[src/rtl/awob_pkg.sv]
// Package for the additive wavetable oscillator bank: widths, register and
// wave codes, reset values and the interpolated sine table.
// No dependencies.
package awob_pkg;

   // Sine table, TABLE_SIZE entries of Q1.15, indexed by the top phase bits
   localparam int TABLE_LOG2 = 6;
   localparam int TABLE_SIZE = 1 << TABLE_LOG2;

   localparam int MAX_HARMONICS_DEF = 16;

   localparam int PHASE_W = 32;
   localparam int SAMPLE_W = 16;
   localparam int GAIN_W = 16;

   // Shared divider: dividend holds a raw weight shifted up 15 plus half the sum
   localparam int DVD_W = 46;
   localparam int DVS_W = 33;
   localparam int RAW_W = 31;
   localparam int WGT_W = 16;

   // Shared multiplier and accumulator
   localparam int ACC_W = 34;
   localparam int MUL_A_W = 34;
   localparam int MUL_B_W = 17;
   localparam int PROD_W = MUL_A_W + MUL_B_W;

   // Register indexes
   localparam logic [1:0] CSR_WAVE_TYPE = 2'd0;
   localparam logic [1:0] CSR_HARM_COUNT = 2'd1;
   localparam logic [1:0] CSR_OUTPUT_GAIN = 2'd2;

   // Wave codes
   localparam logic [1:0] WAVE_TRIANGLE = 2'd0;
   localparam logic [1:0] WAVE_SQUARE = 2'd1;
   localparam logic [1:0] WAVE_SAW_UP = 2'd2;
   localparam logic [1:0] WAVE_SAW_DOWN = 2'd3;

   localparam logic [1:0] WAVE_RESET = WAVE_TRIANGLE;
   localparam logic [4:0] COUNT_RESET = 5'd1;
   localparam logic [GAIN_W-1:0] GAIN_RESET = 16'd16384;
   localparam logic [PHASE_W-1:0] PHASE_QUARTER = 32'h4000_0000;

   typedef logic signed [SAMPLE_W-1:0] sine_rom_type [TABLE_SIZE];

   // sin(pi/2 * u) in Q30 for u in Q30, odd polynomial
   function automatic longint unsigned sine_q30(input longint unsigned u);
      longint unsigned u2;
      longint unsigned p;
      u2 = (u * u) >> 30;
      p = 64'd3864;
      p = 64'd172271 - ((u2 * p) >> 30);
      p = 64'd5026995 - ((u2 * p) >> 30);
      p = 64'd85569306 - ((u2 * p) >> 30);
      p = 64'd693598747 - ((u2 * p) >> 30);
      p = 64'd1686629713 - ((u2 * p) >> 30);
      return (u * p) >> 30;
   endfunction

   function automatic sine_rom_type build_sine_rom();
      sine_rom_type rom;
      longint unsigned r;
      longint unsigned q;
      longint unsigned u;
      longint unsigned mag;
      for (int i = 0; i < TABLE_SIZE; i++) begin
         r = 64'(4 * i);
         q = r / TABLE_SIZE;
         u = ((r % TABLE_SIZE) << 30) / TABLE_SIZE;
         if (q[0]) begin
            u = (64'd1 << 30) - u;
         end
         mag = (sine_q30(u) * 64'd32767 + (64'd1 << 29)) >> 30;
         if (mag > 64'd32767) begin
            mag = 64'd32767;
         end
         rom[i] = (q >= 64'd2) ? -SAMPLE_W'(mag) : SAMPLE_W'(mag);
      end
      return rom;
   endfunction

   localparam sine_rom_type SINE_ROM = build_sine_rom();

endpackage

[src/rtl/awob_div.sv]
// Shared restoring divider, one quotient bit per cycle.
// Depends on awob_pkg for the operand widths.
module awob_div
   import awob_pkg::*;
(
   input  logic             clock,
   input  logic             reset,
   input  logic             start,
   input  logic [DVD_W-1:0] dividend,
   input  logic [DVS_W-1:0] divisor,
   output logic             done,
   output logic [DVD_W-1:0] quotient
);

   localparam int CNT_W = $clog2(DVD_W);

   logic             busy_ff, busy_in;
   logic             done_ff, done_in;
   logic [CNT_W-1:0] cnt_ff, cnt_in;
   logic [DVD_W-1:0] dvd_ff, dvd_in;
   logic [DVS_W-1:0] dvs_ff, dvs_in;
   logic [DVS_W-1:0] rem_ff, rem_in;
   logic [DVS_W:0]   rem_sh;
   logic [DVS_W:0]   rem_sub;
   logic             fits;

   assign rem_sh = {rem_ff, dvd_ff[DVD_W-1]};
   assign rem_sub = rem_sh - {1'b0, dvs_ff};
   assign fits = (rem_sh >= {1'b0, dvs_ff});

   always_comb begin
      busy_in = busy_ff;
      done_in = 1'b0;
      cnt_in = cnt_ff;
      dvd_in = dvd_ff;
      dvs_in = dvs_ff;
      rem_in = rem_ff;
      if (start) begin
         busy_in = 1'b1;
         cnt_in = '0;
         dvd_in = dividend;
         dvs_in = divisor;
         rem_in = '0;
      end else if (busy_ff) begin
         // shift the quotient bit in where the dividend bit leaves
         rem_in = fits ? rem_sub[DVS_W-1:0] : rem_sh[DVS_W-1:0];
         dvd_in = {dvd_ff[DVD_W-2:0], fits};
         cnt_in = cnt_ff + 1'b1;
         if (cnt_ff == CNT_W'(DVD_W - 1)) begin
            busy_in = 1'b0;
            done_in = 1'b1;
         end
      end
   end

   always_ff @(posedge clock) begin
      if (reset) begin
         busy_ff <= 1'b0;
         done_ff <= 1'b0;
         cnt_ff <= '0;
      end else begin
         busy_ff <= busy_in;
         done_ff <= done_in;
         cnt_ff <= cnt_in;
      end
   end

   always_ff @(posedge clock) begin
      dvd_ff <= dvd_in;
      dvs_ff <= dvs_in;
      rem_ff <= rem_in;
   end

   assign done = done_ff;
   assign quotient = dvd_ff;

endmodule

[src/rtl/awob_phase_store.sv]
// Phase accumulator store: one write and one registered read a cycle, with
// a valid bit per entry, so a clear empties all at once. Depends on awob_pkg.
module awob_phase_store
   import awob_pkg::*;
#(
   parameter int DEPTH = MAX_HARMONICS_DEF,
   parameter int AW = 4
) (
   input  logic               clock,
   input  logic               reset,
   input  logic               clear,
   input  logic               wr_en,
   input  logic [AW-1:0]      wr_addr,
   input  logic [PHASE_W-1:0] wr_data,
   input  logic               rd_en,
   input  logic [AW-1:0]      rd_addr,
   output logic [PHASE_W-1:0] rd_data,
   output logic               rd_valid
);

   logic [PHASE_W-1:0] mem_ff [DEPTH];
   logic [DEPTH-1:0]   valid_ff;
   logic [PHASE_W-1:0] rd_data_ff;
   logic               rd_valid_ff;

   always_ff @(posedge clock) begin
      if (wr_en) begin
         mem_ff[wr_addr] <= wr_data;
      end
      if (rd_en) begin
         rd_data_ff <= mem_ff[rd_addr];
      end
   end

   // an entry never written since the last clear or reset reads with rd_valid low
   always_ff @(posedge clock) begin
      if (reset || clear) begin
         valid_ff <= '0;
         rd_valid_ff <= 1'b0;
      end else begin
         if (wr_en) begin
            valid_ff[wr_addr] <= 1'b1;
         end
         if (rd_en) begin
            rd_valid_ff <= valid_ff[rd_addr];
         end
      end
   end

   assign rd_data = rd_data_ff;
   assign rd_valid = rd_valid_ff;

endmodule

[src/rtl/additive_wavetable_oscillator_bank_core.sv]
// Additive wavetable oscillator bank, top level: sequencer, shared multiplier,
// weight memory and output register. Depends on awob_pkg, awob_div and
// awob_phase_store.
//
//   channel | direction | handshake            | word
//   --------+-----------+----------------------+-------------------------------------
//   req     | in        | req_valid/req_ready  | fundamental_step, envelope_gain
//   rsp     | out       | rsp_valid/rsp_ready  | sample_out
//   csr     | in        | csr_write_en only    | index 0 wave, 1 count, 2 gain
//
// One word is handled at a time, N being the partials in use: the single multiplier
// forms two products per partial (table interpolation, then weighting); then the
// last term is added, output and envelope gains are applied, and the result is
// rounded and saturated. After reset and after every write of wave_type or
// harmonic_count the bank rebuilds its weights with the serial divider, during
// which req_ready stays low. A stalled result is held in the output register;
// the next word is taken meanwhile and waits in the final stage.
module additive_wavetable_oscillator_bank_core
   import awob_pkg::*;
#(
   parameter int MAX_HARMONICS = MAX_HARMONICS_DEF
) (
   input  logic                       clock,
   input  logic                       reset,
   input  logic                       req_valid,
   output logic                       req_ready,
   input  logic [PHASE_W-1:0]         req_fundamental_step,
   input  logic [GAIN_W-1:0]          req_envelope_gain,
   output logic                       rsp_valid,
   input  logic                       rsp_ready,
   output logic signed [SAMPLE_W-1:0] rsp_sample_out,
   input  logic                       csr_write_en,
   input  logic [1:0]                 csr_index,
   input  logic [GAIN_W-1:0]          csr_wdata
);

   localparam int K_W = (MAX_HARMONICS > 1) ? $clog2(MAX_HARMONICS) : 1;
   localparam int H_W = $clog2(2 * MAX_HARMONICS);
   localparam int T_W = ACC_W - 15;
   localparam int Y_W = PROD_W - 29;

   // sequencer states
   localparam logic [3:0] ST_IDLE      = 4'd0;
   localparam logic [3:0] ST_RAW_GO    = 4'd1;
   localparam logic [3:0] ST_RAW_WAIT  = 4'd2;
   localparam logic [3:0] ST_NORM_RD   = 4'd3;
   localparam logic [3:0] ST_NORM_GO   = 4'd4;
   localparam logic [3:0] ST_NORM_WAIT = 4'd5;
   localparam logic [3:0] ST_RD        = 4'd6;
   localparam logic [3:0] ST_INTERP    = 4'd7;
   localparam logic [3:0] ST_WEIGHT    = 4'd8;
   localparam logic [3:0] ST_LAST      = 4'd9;
   localparam logic [3:0] ST_GAIN      = 4'd10;
   localparam logic [3:0] ST_ENV       = 4'd11;
   localparam logic [3:0] ST_OUT       = 4'd12;

   // configuration registers
   logic [1:0]        wave_type_ff;
   logic [4:0]        harmonic_count_ff;
   logic [GAIN_W-1:0] output_gain_ff;
   logic              mode_write;

   // sequencer registers
   logic [3:0]                 state_ff, state_in;
   logic [K_W-1:0]             k_ff, k_in;
   logic [DVS_W-1:0]           sum_ff, sum_in;
   logic [PHASE_W-1:0]         inc_ff, inc_in;
   logic [PHASE_W-1:0]         inc_step_ff, inc_step_in;
   logic [GAIN_W-1:0]          env_ff, env_in;
   logic signed [ACC_W-1:0]    acc_ff, acc_in;
   logic signed [SAMPLE_W-1:0] a_ff, a_in;
   logic                       rsp_valid_ff, rsp_valid_in;
   logic signed [SAMPLE_W-1:0] rsp_sample_ff, rsp_sample_in;

   // derived control
   logic [6:0]     count_ext;
   logic [6:0]     active_n;
   logic [K_W-1:0] last_k;
   logic           odd_only;
   logic           triangle;
   logic           saw_up;

   // divider
   logic             div_start;
   logic [DVD_W-1:0] div_dividend;
   logic [DVS_W-1:0] div_divisor;
   logic             div_done;
   logic [DVD_W-1:0] div_quotient;
   logic [H_W-1:0]   h_num;
   logic [2*H_W-1:0] h_sq;

   // weight memory and phase store
   logic [RAW_W-1:0]   weight_mem_ff [MAX_HARMONICS];
   logic [RAW_W-1:0]   w_rd_ff;
   logic               wmem_we;
   logic               rd_en;
   logic [K_W-1:0]     rd_addr;
   logic [PHASE_W-1:0] ph_rd_data;
   logic               ph_rd_valid;
   logic [PHASE_W-1:0] phase_cur;
   logic [PHASE_W-1:0] phase_next;
   logic               ph_wr_en;

   // lookup and arithmetic
   logic [TABLE_LOG2-1:0]      tbl_idx;
   logic [TABLE_LOG2-1:0]      tbl_nxt;
   logic [15:0]                frac;
   logic signed [SAMPLE_W-1:0] rom_a;
   logic signed [SAMPLE_W-1:0] rom_b;
   logic signed [SAMPLE_W:0]   diff;
   logic signed [SAMPLE_W:0]   val17;
   logic signed [SAMPLE_W-1:0] val16;
   logic signed [ACC_W-1:0]    prod_acc;
   logic signed [ACC_W-1:0]    term;
   logic signed [ACC_W-1:0]    acc_round;
   logic signed [T_W-1:0]      t_val;
   logic signed [PROD_W-1:0]   y_round;
   logic signed [Y_W-1:0]      y_full;
   logic signed [SAMPLE_W-1:0] y_sat;
   logic signed [MUL_A_W-1:0]  mul_a;
   logic signed [MUL_B_W-1:0]  mul_b;
   logic                       mul_en;
   logic signed [PROD_W-1:0]   mul_p;
   logic signed [PROD_W-1:0]   prod_ff;

   // ---------------------------------------------------------------------
   // Configuration: a wave or count write restarts the weight build and
   // drops every phase back to its start value.
   // ---------------------------------------------------------------------
   assign mode_write = csr_write_en &&
                       ((csr_index == CSR_WAVE_TYPE) || (csr_index == CSR_HARM_COUNT));

   always_ff @(posedge clock) begin
      if (reset) begin
         wave_type_ff <= WAVE_RESET;
         harmonic_count_ff <= COUNT_RESET;
         output_gain_ff <= GAIN_RESET;
      end else if (csr_write_en) begin
         case (csr_index)
            CSR_WAVE_TYPE:   wave_type_ff <= csr_wdata[1:0];
            CSR_HARM_COUNT:  harmonic_count_ff <= csr_wdata[4:0];
            CSR_OUTPUT_GAIN: output_gain_ff <= csr_wdata;
            default: ;
         endcase
      end
   end

   // Clamp the count into 1..MAX_HARMONICS
   always_comb begin
      count_ext = {2'b00, harmonic_count_ff};
      if (count_ext == 7'd0) begin
         active_n = 7'd1;
      end else if (count_ext > 7'(MAX_HARMONICS)) begin
         active_n = 7'(MAX_HARMONICS);
      end else begin
         active_n = count_ext;
      end
   end

   assign last_k = K_W'(active_n - 7'd1);
   assign triangle = (wave_type_ff == WAVE_TRIANGLE);
   assign odd_only = (wave_type_ff == WAVE_TRIANGLE) || (wave_type_ff == WAVE_SQUARE);
   assign saw_up = (wave_type_ff == WAVE_SAW_UP);

   // ---------------------------------------------------------------------
   // Weight build: first pass divides 2^30 by n or n^2 into raw weights and
   // sums them; second pass normalises each raw weight against the sum.
   // ---------------------------------------------------------------------
   assign h_num = odd_only ? H_W'({k_ff, 1'b1}) : (H_W'(k_ff) + H_W'(1));
   assign h_sq = h_num * h_num;

   always_comb begin
      div_start = 1'b0;
      div_dividend = DVD_W'(1) << 30;
      div_divisor = triangle ? DVS_W'(h_sq) : DVS_W'(h_num);
      if (state_ff == ST_RAW_GO) begin
         div_start = 1'b1;
      end else if (state_ff == ST_NORM_GO) begin
         div_start = 1'b1;
         div_dividend = DVD_W'({w_rd_ff, 15'b0}) + DVD_W'(sum_ff >> 1);
         div_divisor = sum_ff;
      end
   end

   awob_div u_div (
      .clock    (clock),
      .reset    (reset),
      .start    (div_start),
      .dividend (div_dividend),
      .divisor  (div_divisor),
      .done     (div_done),
      .quotient (div_quotient)
   );

   assign wmem_we = div_done && ((state_ff == ST_RAW_WAIT) || (state_ff == ST_NORM_WAIT));

   // Read port is shared by the normalise pass and the sample loop; in the
   // weighting cycle fetch the next partial ahead.
   assign rd_en = (state_ff == ST_NORM_RD) || (state_ff == ST_RD) ||
                  ((state_ff == ST_WEIGHT) && (k_ff != last_k));
   assign rd_addr = (state_ff == ST_WEIGHT) ? (k_ff + 1'b1) : k_ff;

   always_ff @(posedge clock) begin
      if (wmem_we) begin
         weight_mem_ff[k_ff] <= div_quotient[RAW_W-1:0];
      end
      if (rd_en) begin
         w_rd_ff <= weight_mem_ff[rd_addr];
      end
   end

   // ---------------------------------------------------------------------
   // Phase accumulators
   // ---------------------------------------------------------------------
   assign ph_wr_en = (state_ff == ST_INTERP);
   assign phase_cur = ph_rd_valid ? ph_rd_data : (triangle ? PHASE_QUARTER : '0);
   assign phase_next = phase_cur + inc_ff;

   awob_phase_store #(
      .DEPTH (MAX_HARMONICS),
      .AW    (K_W)
   ) u_phase (
      .clock    (clock),
      .reset    (reset),
      .clear    (mode_write),
      .wr_en    (ph_wr_en),
      .wr_addr  (k_ff),
      .wr_data  (phase_next),
      .rd_en    (rd_en),
      .rd_addr  (rd_addr),
      .rd_data  (ph_rd_data),
      .rd_valid (ph_rd_valid)
   );

   // ---------------------------------------------------------------------
   // Table lookup; the next index wraps so the last segment runs to entry 0
   // ---------------------------------------------------------------------
   assign tbl_idx = phase_cur[PHASE_W-1 -: TABLE_LOG2];
   assign tbl_nxt = tbl_idx + 1'b1;
   assign frac = phase_cur[PHASE_W-1-TABLE_LOG2 -: 16];
   assign rom_a = SINE_ROM[tbl_idx];
   assign rom_b = SINE_ROM[tbl_nxt];
   assign diff = {rom_b[SAMPLE_W-1], rom_b} - {rom_a[SAMPLE_W-1], rom_a};

   // interpolated value: a plus floor of the scaled slope
   assign val17 = {a_ff[SAMPLE_W-1], a_ff} + prod_ff[32:16];
   assign val16 = val17[SAMPLE_W-1:0];

   // weighted partial; saw up flips every weight
   assign prod_acc = prod_ff[ACC_W-1:0];
   assign term = saw_up ? -prod_acc : prod_acc;

   assign acc_round = acc_ff + ACC_W'(2 ** 14);
   assign t_val = acc_round[ACC_W-1:15];

   assign y_round = prod_ff + PROD_W'(2 ** 28);
   assign y_full = y_round[PROD_W-1:29];

   always_comb begin
      if (y_full > Y_W'(32767)) begin
         y_sat = 16'sh7FFF;
      end else if (y_full < -Y_W'(32768)) begin
         y_sat = 16'sh8000;
      end else begin
         y_sat = y_full[SAMPLE_W-1:0];
      end
   end

   // ---------------------------------------------------------------------
   // Shared multiplier: operands chosen by state, product registered
   // ---------------------------------------------------------------------
   always_comb begin
      mul_en = 1'b1;
      mul_a = '0;
      mul_b = '0;
      case (state_ff)
         ST_INTERP: begin
            mul_a = MUL_A_W'(diff);
            mul_b = {1'b0, frac};
         end
         ST_WEIGHT: begin
            mul_a = MUL_A_W'(val16);
            mul_b = {1'b0, w_rd_ff[WGT_W-1:0]};
         end
         ST_GAIN: begin
            mul_a = MUL_A_W'(t_val);
            mul_b = {1'b0, output_gain_ff};
         end
         ST_ENV: begin
            mul_a = prod_ff[MUL_A_W-1:0];
            mul_b = {1'b0, env_ff};
         end
         default: begin
            mul_en = 1'b0;
         end
      endcase
   end

   assign mul_p = mul_a * mul_b;

   always_ff @(posedge clock) begin
      if (mul_en) begin
         prod_ff <= mul_p;
      end
   end

   // ---------------------------------------------------------------------
   // Sequencer
   // ---------------------------------------------------------------------
   always_comb begin
      state_in = state_ff;
      k_in = k_ff;
      sum_in = sum_ff;
      inc_in = inc_ff;
      inc_step_in = inc_step_ff;
      env_in = env_ff;
      acc_in = acc_ff;
      a_in = a_ff;
      rsp_valid_in = rsp_valid_ff && !rsp_ready;
      rsp_sample_in = rsp_sample_ff;

      case (state_ff)
         ST_IDLE: begin
            if (req_valid) begin
               // partial k steps by fundamental_step times its harmonic number
               k_in = '0;
               inc_in = req_fundamental_step;
               inc_step_in = odd_only ? (req_fundamental_step << 1) : req_fundamental_step;
               env_in = req_envelope_gain;
               acc_in = '0;
               state_in = ST_RD;
            end
         end
         ST_RAW_GO: begin
            state_in = ST_RAW_WAIT;
         end
         ST_RAW_WAIT: begin
            if (div_done) begin
               sum_in = sum_ff + DVS_W'(div_quotient[RAW_W-1:0]);
               if (k_ff == last_k) begin
                  k_in = '0;
                  state_in = ST_NORM_RD;
               end else begin
                  k_in = k_ff + 1'b1;
                  state_in = ST_RAW_GO;
               end
            end
         end
         ST_NORM_RD: begin
            state_in = ST_NORM_GO;
         end
         ST_NORM_GO: begin
            state_in = ST_NORM_WAIT;
         end
         ST_NORM_WAIT: begin
            if (div_done) begin
               if (k_ff == last_k) begin
                  state_in = ST_IDLE;
               end else begin
                  k_in = k_ff + 1'b1;
                  state_in = ST_NORM_RD;
               end
            end
         end
         ST_RD: begin
            state_in = ST_INTERP;
         end
         ST_INTERP: begin
            // fold in the previous partial's weighted value
            if (k_ff != '0) begin
               acc_in = acc_ff + term;
            end
            a_in = rom_a;
            state_in = ST_WEIGHT;
         end
         ST_WEIGHT: begin
            inc_in = inc_ff + inc_step_ff;
            if (k_ff == last_k) begin
               state_in = ST_LAST;
            end else begin
               k_in = k_ff + 1'b1;
               state_in = ST_INTERP;
            end
         end
         ST_LAST: begin
            acc_in = acc_ff + term;
            state_in = ST_GAIN;
         end
         ST_GAIN: begin
            state_in = ST_ENV;
         end
         ST_ENV: begin
            state_in = ST_OUT;
         end
         ST_OUT: begin
            // hold here while the previous sample still waits
            if (!rsp_valid_ff || rsp_ready) begin
               rsp_valid_in = 1'b1;
               rsp_sample_in = y_sat;
               state_in = ST_IDLE;
            end
         end
         default: begin
            state_in = ST_IDLE;
         end
      endcase

      if (mode_write) begin
         state_in = ST_RAW_GO;
         k_in = '0;
         sum_in = '0;
      end
   end

   always_ff @(posedge clock) begin
      if (reset) begin
         state_ff <= ST_RAW_GO;
         k_ff <= '0;
         sum_ff <= '0;
         rsp_valid_ff <= 1'b0;
      end else begin
         state_ff <= state_in;
         k_ff <= k_in;
         sum_ff <= sum_in;
         rsp_valid_ff <= rsp_valid_in;
      end
   end

   always_ff @(posedge clock) begin
      inc_ff <= inc_in;
      inc_step_ff <= inc_step_in;
      env_ff <= env_in;
      acc_ff <= acc_in;
      a_ff <= a_in;
      rsp_sample_ff <= rsp_sample_in;
   end

   assign req_ready = (state_ff == ST_IDLE);
   assign rsp_valid = rsp_valid_ff;
   assign rsp_sample_out = rsp_sample_ff;

`ifndef ASSERT_OFF
   a_accept_starts_loop: assert property (@(posedge clock) disable iff (reset)
      (req_valid && req_ready && !mode_write) |=> (state_ff == ST_RD))
      else $error("accepted word did not start the partial loop");

   a_loop_in_range: assert property (@(posedge clock) disable iff (reset)
      ((state_ff == ST_INTERP) || (state_ff == ST_WEIGHT)) |-> (k_ff <= last_k))
      else $error("partial index beyond the active count");

   a_rsp_from_out: assert property (@(posedge clock) disable iff (reset)
      $rose(rsp_valid) |-> $past(state_ff == ST_OUT))
      else $error("result raised outside the output stage");

   a_rebuild_blocks_req: assert property (@(posedge clock) disable iff (reset)
      mode_write |=> !req_ready)
      else $error("input taken while weights are rebuilt");
`endif

endmodule
[config.mk]
export PLATFORM = sky130hd
export DESIGN_NAME = additive_wavetable_oscillator_bank_core
export DESIGN_NICKNAME = d
export VERILOG_FILES = /design/src/rtl/awob_pkg.sv /design/src/rtl/awob_div.sv /design/src/rtl/awob_phase_store.sv /design/src/rtl/additive_wavetable_oscillator_bank_core.sv
export SDC_FILE = /design/constraint.sdc
export NUM_CORES = 2
export LEC_CHECK = 0
export ABC_AREA = 1
export ABC_CLOCK_PERIOD_IN_PS = 12500
export BUFFER_PORTS_ARGS = -buffer_cell sky130_fd_sc_hd__buf_4
export CORE_MARGIN = 2
export CORE_UTILIZATION = 65
export DETAILED_ROUTE_END_ITERATION = 8
export PLACE_DENSITY = 0.82
export SLEW_MARGIN = 15
export SYNTH_ARGS = -nofsm -noshare
export SYNTH_HDL_FRONTEND = slang
export SYNTH_SLANG_ARGS = --single-unit
[constraint.sdc]
create_clock -name clock -period 12.5 [get_ports clock]
set_input_delay 0.625 -clock clock [delete_from_list [all_inputs] [get_ports clock]]
set_output_delay 0.625 -clock clock [all_outputs]
set_load 0.02 [all_outputs]
# Word-level counts from Yosys, hierarchy flattened
# Memories as Yosys holds them, arrays and structs flattened. A register that Yosys moved wholly into a read port is not among the register bits.
# Cells that the tools add are included.
# word_totals
n_memories	4
elab_cells	178
in_bits	71
romBits	2048
regBits	399
ramBits	1008
# mem_list
memory	depth	width	read_ports	rd_clocked_by_memory_dff	wr	line	rtl
(name not given)	64	16	1	0	0	additive_wavetable_oscillator_bank_core.sv:242	assign rom_b = SINE_ROM[tbl_nxt];
(name not given)	64	16	1	0	0	additive_wavetable_oscillator_bank_core.sv:241	assign rom_a = SINE_ROM[tbl_idx];
u_phase.mem_ff	16	32	1	1	1	awob_phase_store.sv:21	logic [PHASE_W-1:0] mem_ff [DEPTH];
weight_mem_ff	16	31	1	1	1	additive_wavetable_oscillator_bank_core.sv:93	logic [RAW_W-1:0] weight_mem_ff [MAX_HARMONICS];
# op_classes
muxes	59
add_sub_neg	16
n_reduce_logical	37
order_cmp	9
multipliers	2
n_eq_ne	24
bitwise	4
# ops
op	n
$mux 46	4
$pmux 34 s4	1
$mux 34	3
$pmux 34 s3	1
$mux 33	3
$mux 32	3
$mux 16	5
$add 32x32->32	2
$pmux 16 s4	1
$pmux 32 s2	1
$mux 4	13
$pmux 4 s13	1
$add 51x30->51 const B	1
$mul 34x17->51	1
$add 46x32->46	1
$add 34x16->34 const B	1
$add 34x34->34	1
$ge 34x33->1	1
$neg 34->34	1
$add 33x31->33	1
$sub 33x33->33	1
$mux 31	1
$gt 22x16->1 const B	1
$lt 22x16->1 const B	1
other kinds (47)	101

# Logic depth before layout (Yosys ltp)
# depth
word_depth	11
mapped_depth	52

# Cells and area by module
# Synthesis repeated with hierarchy kept, for this count alone.
# hier_totals
hier_cells	11018
hier_area_um2	97249.5
# by_module_without_submodules
mod	seq_area_each_um2	area_each_um2	cells_each	n_inst
additive_wavetable_oscillator_bank_core	23042.1	67895.1	8326	1
awob_phase_store	16676.0	21740.9	1618	1
awob_div	3193.1	7613.6	1074	1

# Worst setup path before layout
# No wires, ideal clock.
# synth_path
path_kind	reg-to-reg
start	register u_phase.rd_valid_ff, in the netlist u_phase.rd_valid
end	register prod_ff[50], data pin
path_slack_ps	3029
path_stages_with_launch	48
arrival_ps	9217
required_time_ps	12246
setup_time_ps	254
cell_sequence	dfxtp_1 clkbuf_1 nand2_1 inv_1 ha_1 inv_1 ha_1 clkbuf_1 clkbuf_1 nor2_1 inv_1 nand2_1 o21ai_1 nor2_1 a21oi_1 ha_1 inv_1 fa_1 (+12 left out) fa_1 inv_1 fa_1 inv_1 fa_1 fa_1 fa_1 inv_1 ha_1 inv_1 nor3_1 inv_1 nor2_1 nand2_1 nor3_1 nand2_1 nand4_1 nand2_1
# synth_via
elab_chain_cells	9
# synth_lines
element	line	rtl
start, declared	awob_phase_store.sv:24	logic rd_valid_ff;
start signal, assigned	awob_phase_store.sv:45	rd_valid_ff <= valid_ff[rd_addr];
$mux 32 *	additive_wavetable_oscillator_bank_core.sv:216	assign phase_cur = ph_rd_valid ? ph_rd_data : (triangle ? PHASE_QUARTER : '0);
$add 6x1->6	additive_wavetable_oscillator_bank_core.sv:239	assign tbl_nxt = tbl_idx + 1'b1;
$not 6->7 (not written as such)	additive_wavetable_oscillator_bank_core.sv:242	
$mem_v2 64x16	-	
$mux 16 (not written as such) (2 in a row)	additive_wavetable_oscillator_bank_core.sv:242	
$sub 16x16->17	additive_wavetable_oscillator_bank_core.sv:243	assign diff = {rom_b[SAMPLE_W-1], rom_b} - {rom_a[SAMPLE_W-1], rom_a};
$pmux 34 s4	additive_wavetable_oscillator_bank_core.sv:276	case (state_ff)
$mul 34x17->51 *	additive_wavetable_oscillator_bank_core.sv:299	assign mul_p = mul_a * mul_b;
via mul_p[50]	additive_wavetable_oscillator_bank_core.sv:123	logic signed [PROD_W-1:0] mul_p;
end signal, assigned	additive_wavetable_oscillator_bank_core.sv:303	prod_ff <= mul_p;
end, declared	additive_wavetable_oscillator_bank_core.sv:124	logic signed [PROD_W-1:0] prod_ff;
# The timed path passes the listed nets; every way through them passes the cells marked *. The select of a mux whose other input is x is not followed.
# A chain may end at the register's enable or synchronous reset.

# Final worst setup path
# layout_path
start	register u_phase.rd_data_ff[27], in the netlist u_phase.rd_data[27] (read register of u_phase.mem_ff)
end	register prod_ff[36], data pin
# layout_via
elab_chain_cells	9
# layout_lines
element	line	rtl
start, declared	awob_phase_store.sv:23	logic [PHASE_W-1:0] rd_data_ff;
$mux 32 *	additive_wavetable_oscillator_bank_core.sv:216	
$add 6x1->6	additive_wavetable_oscillator_bank_core.sv:239	
$not 6->7 (not written as such)	additive_wavetable_oscillator_bank_core.sv:242	
$mem_v2 64x16	-	
$mux 16 (not written as such) (2 in a row)	additive_wavetable_oscillator_bank_core.sv:242	
$sub 16x16->17 *	additive_wavetable_oscillator_bank_core.sv:243	
$pmux 34 s4 *	additive_wavetable_oscillator_bank_core.sv:276	
$mul 34x17->51 *	additive_wavetable_oscillator_bank_core.sv:299	
via mul_p[36]	additive_wavetable_oscillator_bank_core.sv:123	
# Marked as above.

==> results.yml <==
setup_path:
  crit_family: "adder cells"
  arrival_ns: 12.26
  cp.buffers_inverters: 12
  critPathKind: "flop to flop"
  reg2reg_from: "u_phase.rd_data[27]"
  crit_cells: 42
  cp.required_ns: 13.03
  startpoint: "u_phase.rd_data[27]"
  max_stage_delay_ns: 0.71
  timing.critical_path.mode_cell: "inv_1"
  slowest_stage: "nand3b_1"
  r2r_setup_slack_ns: 0.77
  path_max_fanout: 20
  ff2ff_path_depth: 42
  startpoint_type: "flop"
  reg2reg_to: "prod_ff[36]"
  end_kind: "flop"
logic_synthesis:
  yosys.cell_types.count: 65
  ys_seq_area_share_pct: 44.4
  yosysTopAreaCell: "edfxtp_1"
  synthXorXnorAreaFrac_pct: 1.56
  synth_nets: 11900
  synth_top_family_by_area: "simple AND/OR/NAND/NOR gates"
  ys_async_sr_fraction_pct: 0
  avgSynthCellArea_um2: 8.85
  synth_edf_count: 1347
  synthMuxAreaShare_pct: 0
  synthesis.area_um2: 96700
  synth_top_area_share_pct: 41.8
  yosysWarnings: 0
  ys_ff_latch: 1470
  yosys.area_share.simple_pct: 18.5
  synthAdderAreaFrac_pct: 15.6
  synth_compound_area_share_pct: 11.3
  synth-main-ff-cell: "edfxtp_1"
  postSynthCellCount: 10900
  synth.area.top_cells: "edfxtp_1 (42%), fa_1 (11%), nand2_1 (8.8%)"
sta:
  fmax_mhz: 85.3
  period_share_pct: 93.8
  tightest_slew_ns: 1.35
  tns_ns: 0
  setup_viol: 0
  min_period_ns: 11.73
  hold_viol_final: 0
  fin_skew_ns: 0.0781
  whs_ns: 0.0324
  layout_setup_ws_ns: 0.770
  finalMaxSlewViolations: 0
  slew_headroom_pct: 9.34
  rsz0062_at_grt: "false"
power:
  p_per_area_nw_per_um2: 169
  power_mw: 17.6
  leakage_nw: 45.3
  ir_drop_uv: 242
grt:
  grt_pass1_wl_mm: 484
  grt_overflow: 0
  grt_usage_pct: 42.3
  grt_max_degree: 136
  grt_pass1_vias: 81400
  antenna_found_initial: 21
route:
  first_pass_iters: 9
  drtIter0Drc: 11700
  ant_nets: 0
  vias: 82300
  drc_errors: 0
  vias_per_cell: 6.35
  wl_mm: 325
  wl_per_cell_um: 25.1
layout:
  final_cell_mix: "nand2_1 (2278), inv_1 (1740), edfxtp_1 (1347), nor2_1 (1196), o21ai_0 (870)"
  nets: 11800
  postLayoutCoreUtil_pct: 70.8
  instances_no_fill: 12900
  area_growth_syn_to_layout_pct: 8.19
  drive_gt1_share_pct: 5.30
  fin_area_um2: 105000
  layout_commonest_cell: "nand2_1"
die:
  die_height_um: 390
  coreArea_um2: 148000
  die-width_um: 390
  num_rows: 141
  initial_core_util_pct: 65.5
  ios: 89
  dieArea_um2: 152000
place:
  post-place-cells: 12700
  dpl-instance-area_um2: 99300
  place_hpwl_mm: 220
  dp_slack_ns: 1.09
  gp_congestion: 1.02
  io_buffers: 88
cts:
  path_clk_slew_ns: 0.06
  post_cts_buffers: 0
  holdBufCountCts: 10
  clk_path_buf_depth: 3
  cts_buffers: 151
  cts_max_level: 4
  cts_tree: "built"
  clock-root-buffer: "clkbuf_16"
  clock-sinks: 1470
  insertion_delay_ns: 0.84
  cts-resized-gates: 0
status:
  status: "completed"
hold_path:
  hold-path-cell-count: 1
  min_from: "req_envelope_gain[15]"
  hold_class: "primary input to flop"
  min_to: "env_ff[15]"
job:
  maxCapViolations: 0
[worst max path at each step]
stage | endpoint | slack, ns
global placement | prod_ff[36] | 1.23
global route | prod_ff[35] | 0.43
CTS | prod_ff[36] | 1.03
floorplan | prod_ff[50] | 3.03
detailed placement | prod_ff[36] | 1.09
finish | prod_ff[36] | 0.77
[cell families after synthesis]
group | count (synthesis)
and+or+nand+nor | 4338
buffers and inverters | 2179
adders and majority gates | 888
xor gates and xnor gates | 170
AOI/OAI and AO/OA | 1879
DFF | 1470
[layout make-up]
cell class	instances	area, um2
Multi-Input combinational cell	7275	45800
Fill cell	10600	43100
Sequential cell	1470	42900
Inverter	1765	6630
Clock buffer	193	4040
Tap cell	1930	2410
Timing Repair Buffer	224	1720
Clock inverter	83	1060
Antenna cell	8	20.0
[Yosys cell counts (69+ instances only)]
library cell,count
fa_1,528
ha_1,360
dfxtp_1,123
nor3_1,81
clkbuf_1,230
inv_1,1742
buf_2,136
o21ai_1,90
nand3_1,531
o21bai_1,69
nand2_1,2279
a21oi_1,431
nor2_1,1231
o21ai_0,874
xor2_1,108
o221ai_1,198
o211ai_1,97
edfxtp_1,1347
[layer usage]
layer  wire, um  share of wire, %  GRT usage, %
met5        160             0.049             0
met4      19000               5.8          22.0
met3      42300                13          10.9
met2     146000                45          65.8
met1     118000                36          55.1
[flip-flops by register name, indices dropped and copies added, names as in the netlist, 31 cells and up]
name             cells
u_div.quotient      46
weight_mem_ff      496
u_div.dvs_ff        33
inc_ff              32
prod_ff             51
sum_ff              33
u_div.rem_ff        33
acc_ff              34
w_rd_ff             31
u_phase.rd_data     32
u_phase.mem_ff     512
inc_step_ff         32
[report_power, final]
part           total (mW)  internal [mW]  switching (mW)
logic                5.94           1.57            4.37
registers            7.02           6.33           0.694
clock network        4.67           2.58            2.09
(Power assumes the default switching activity.)
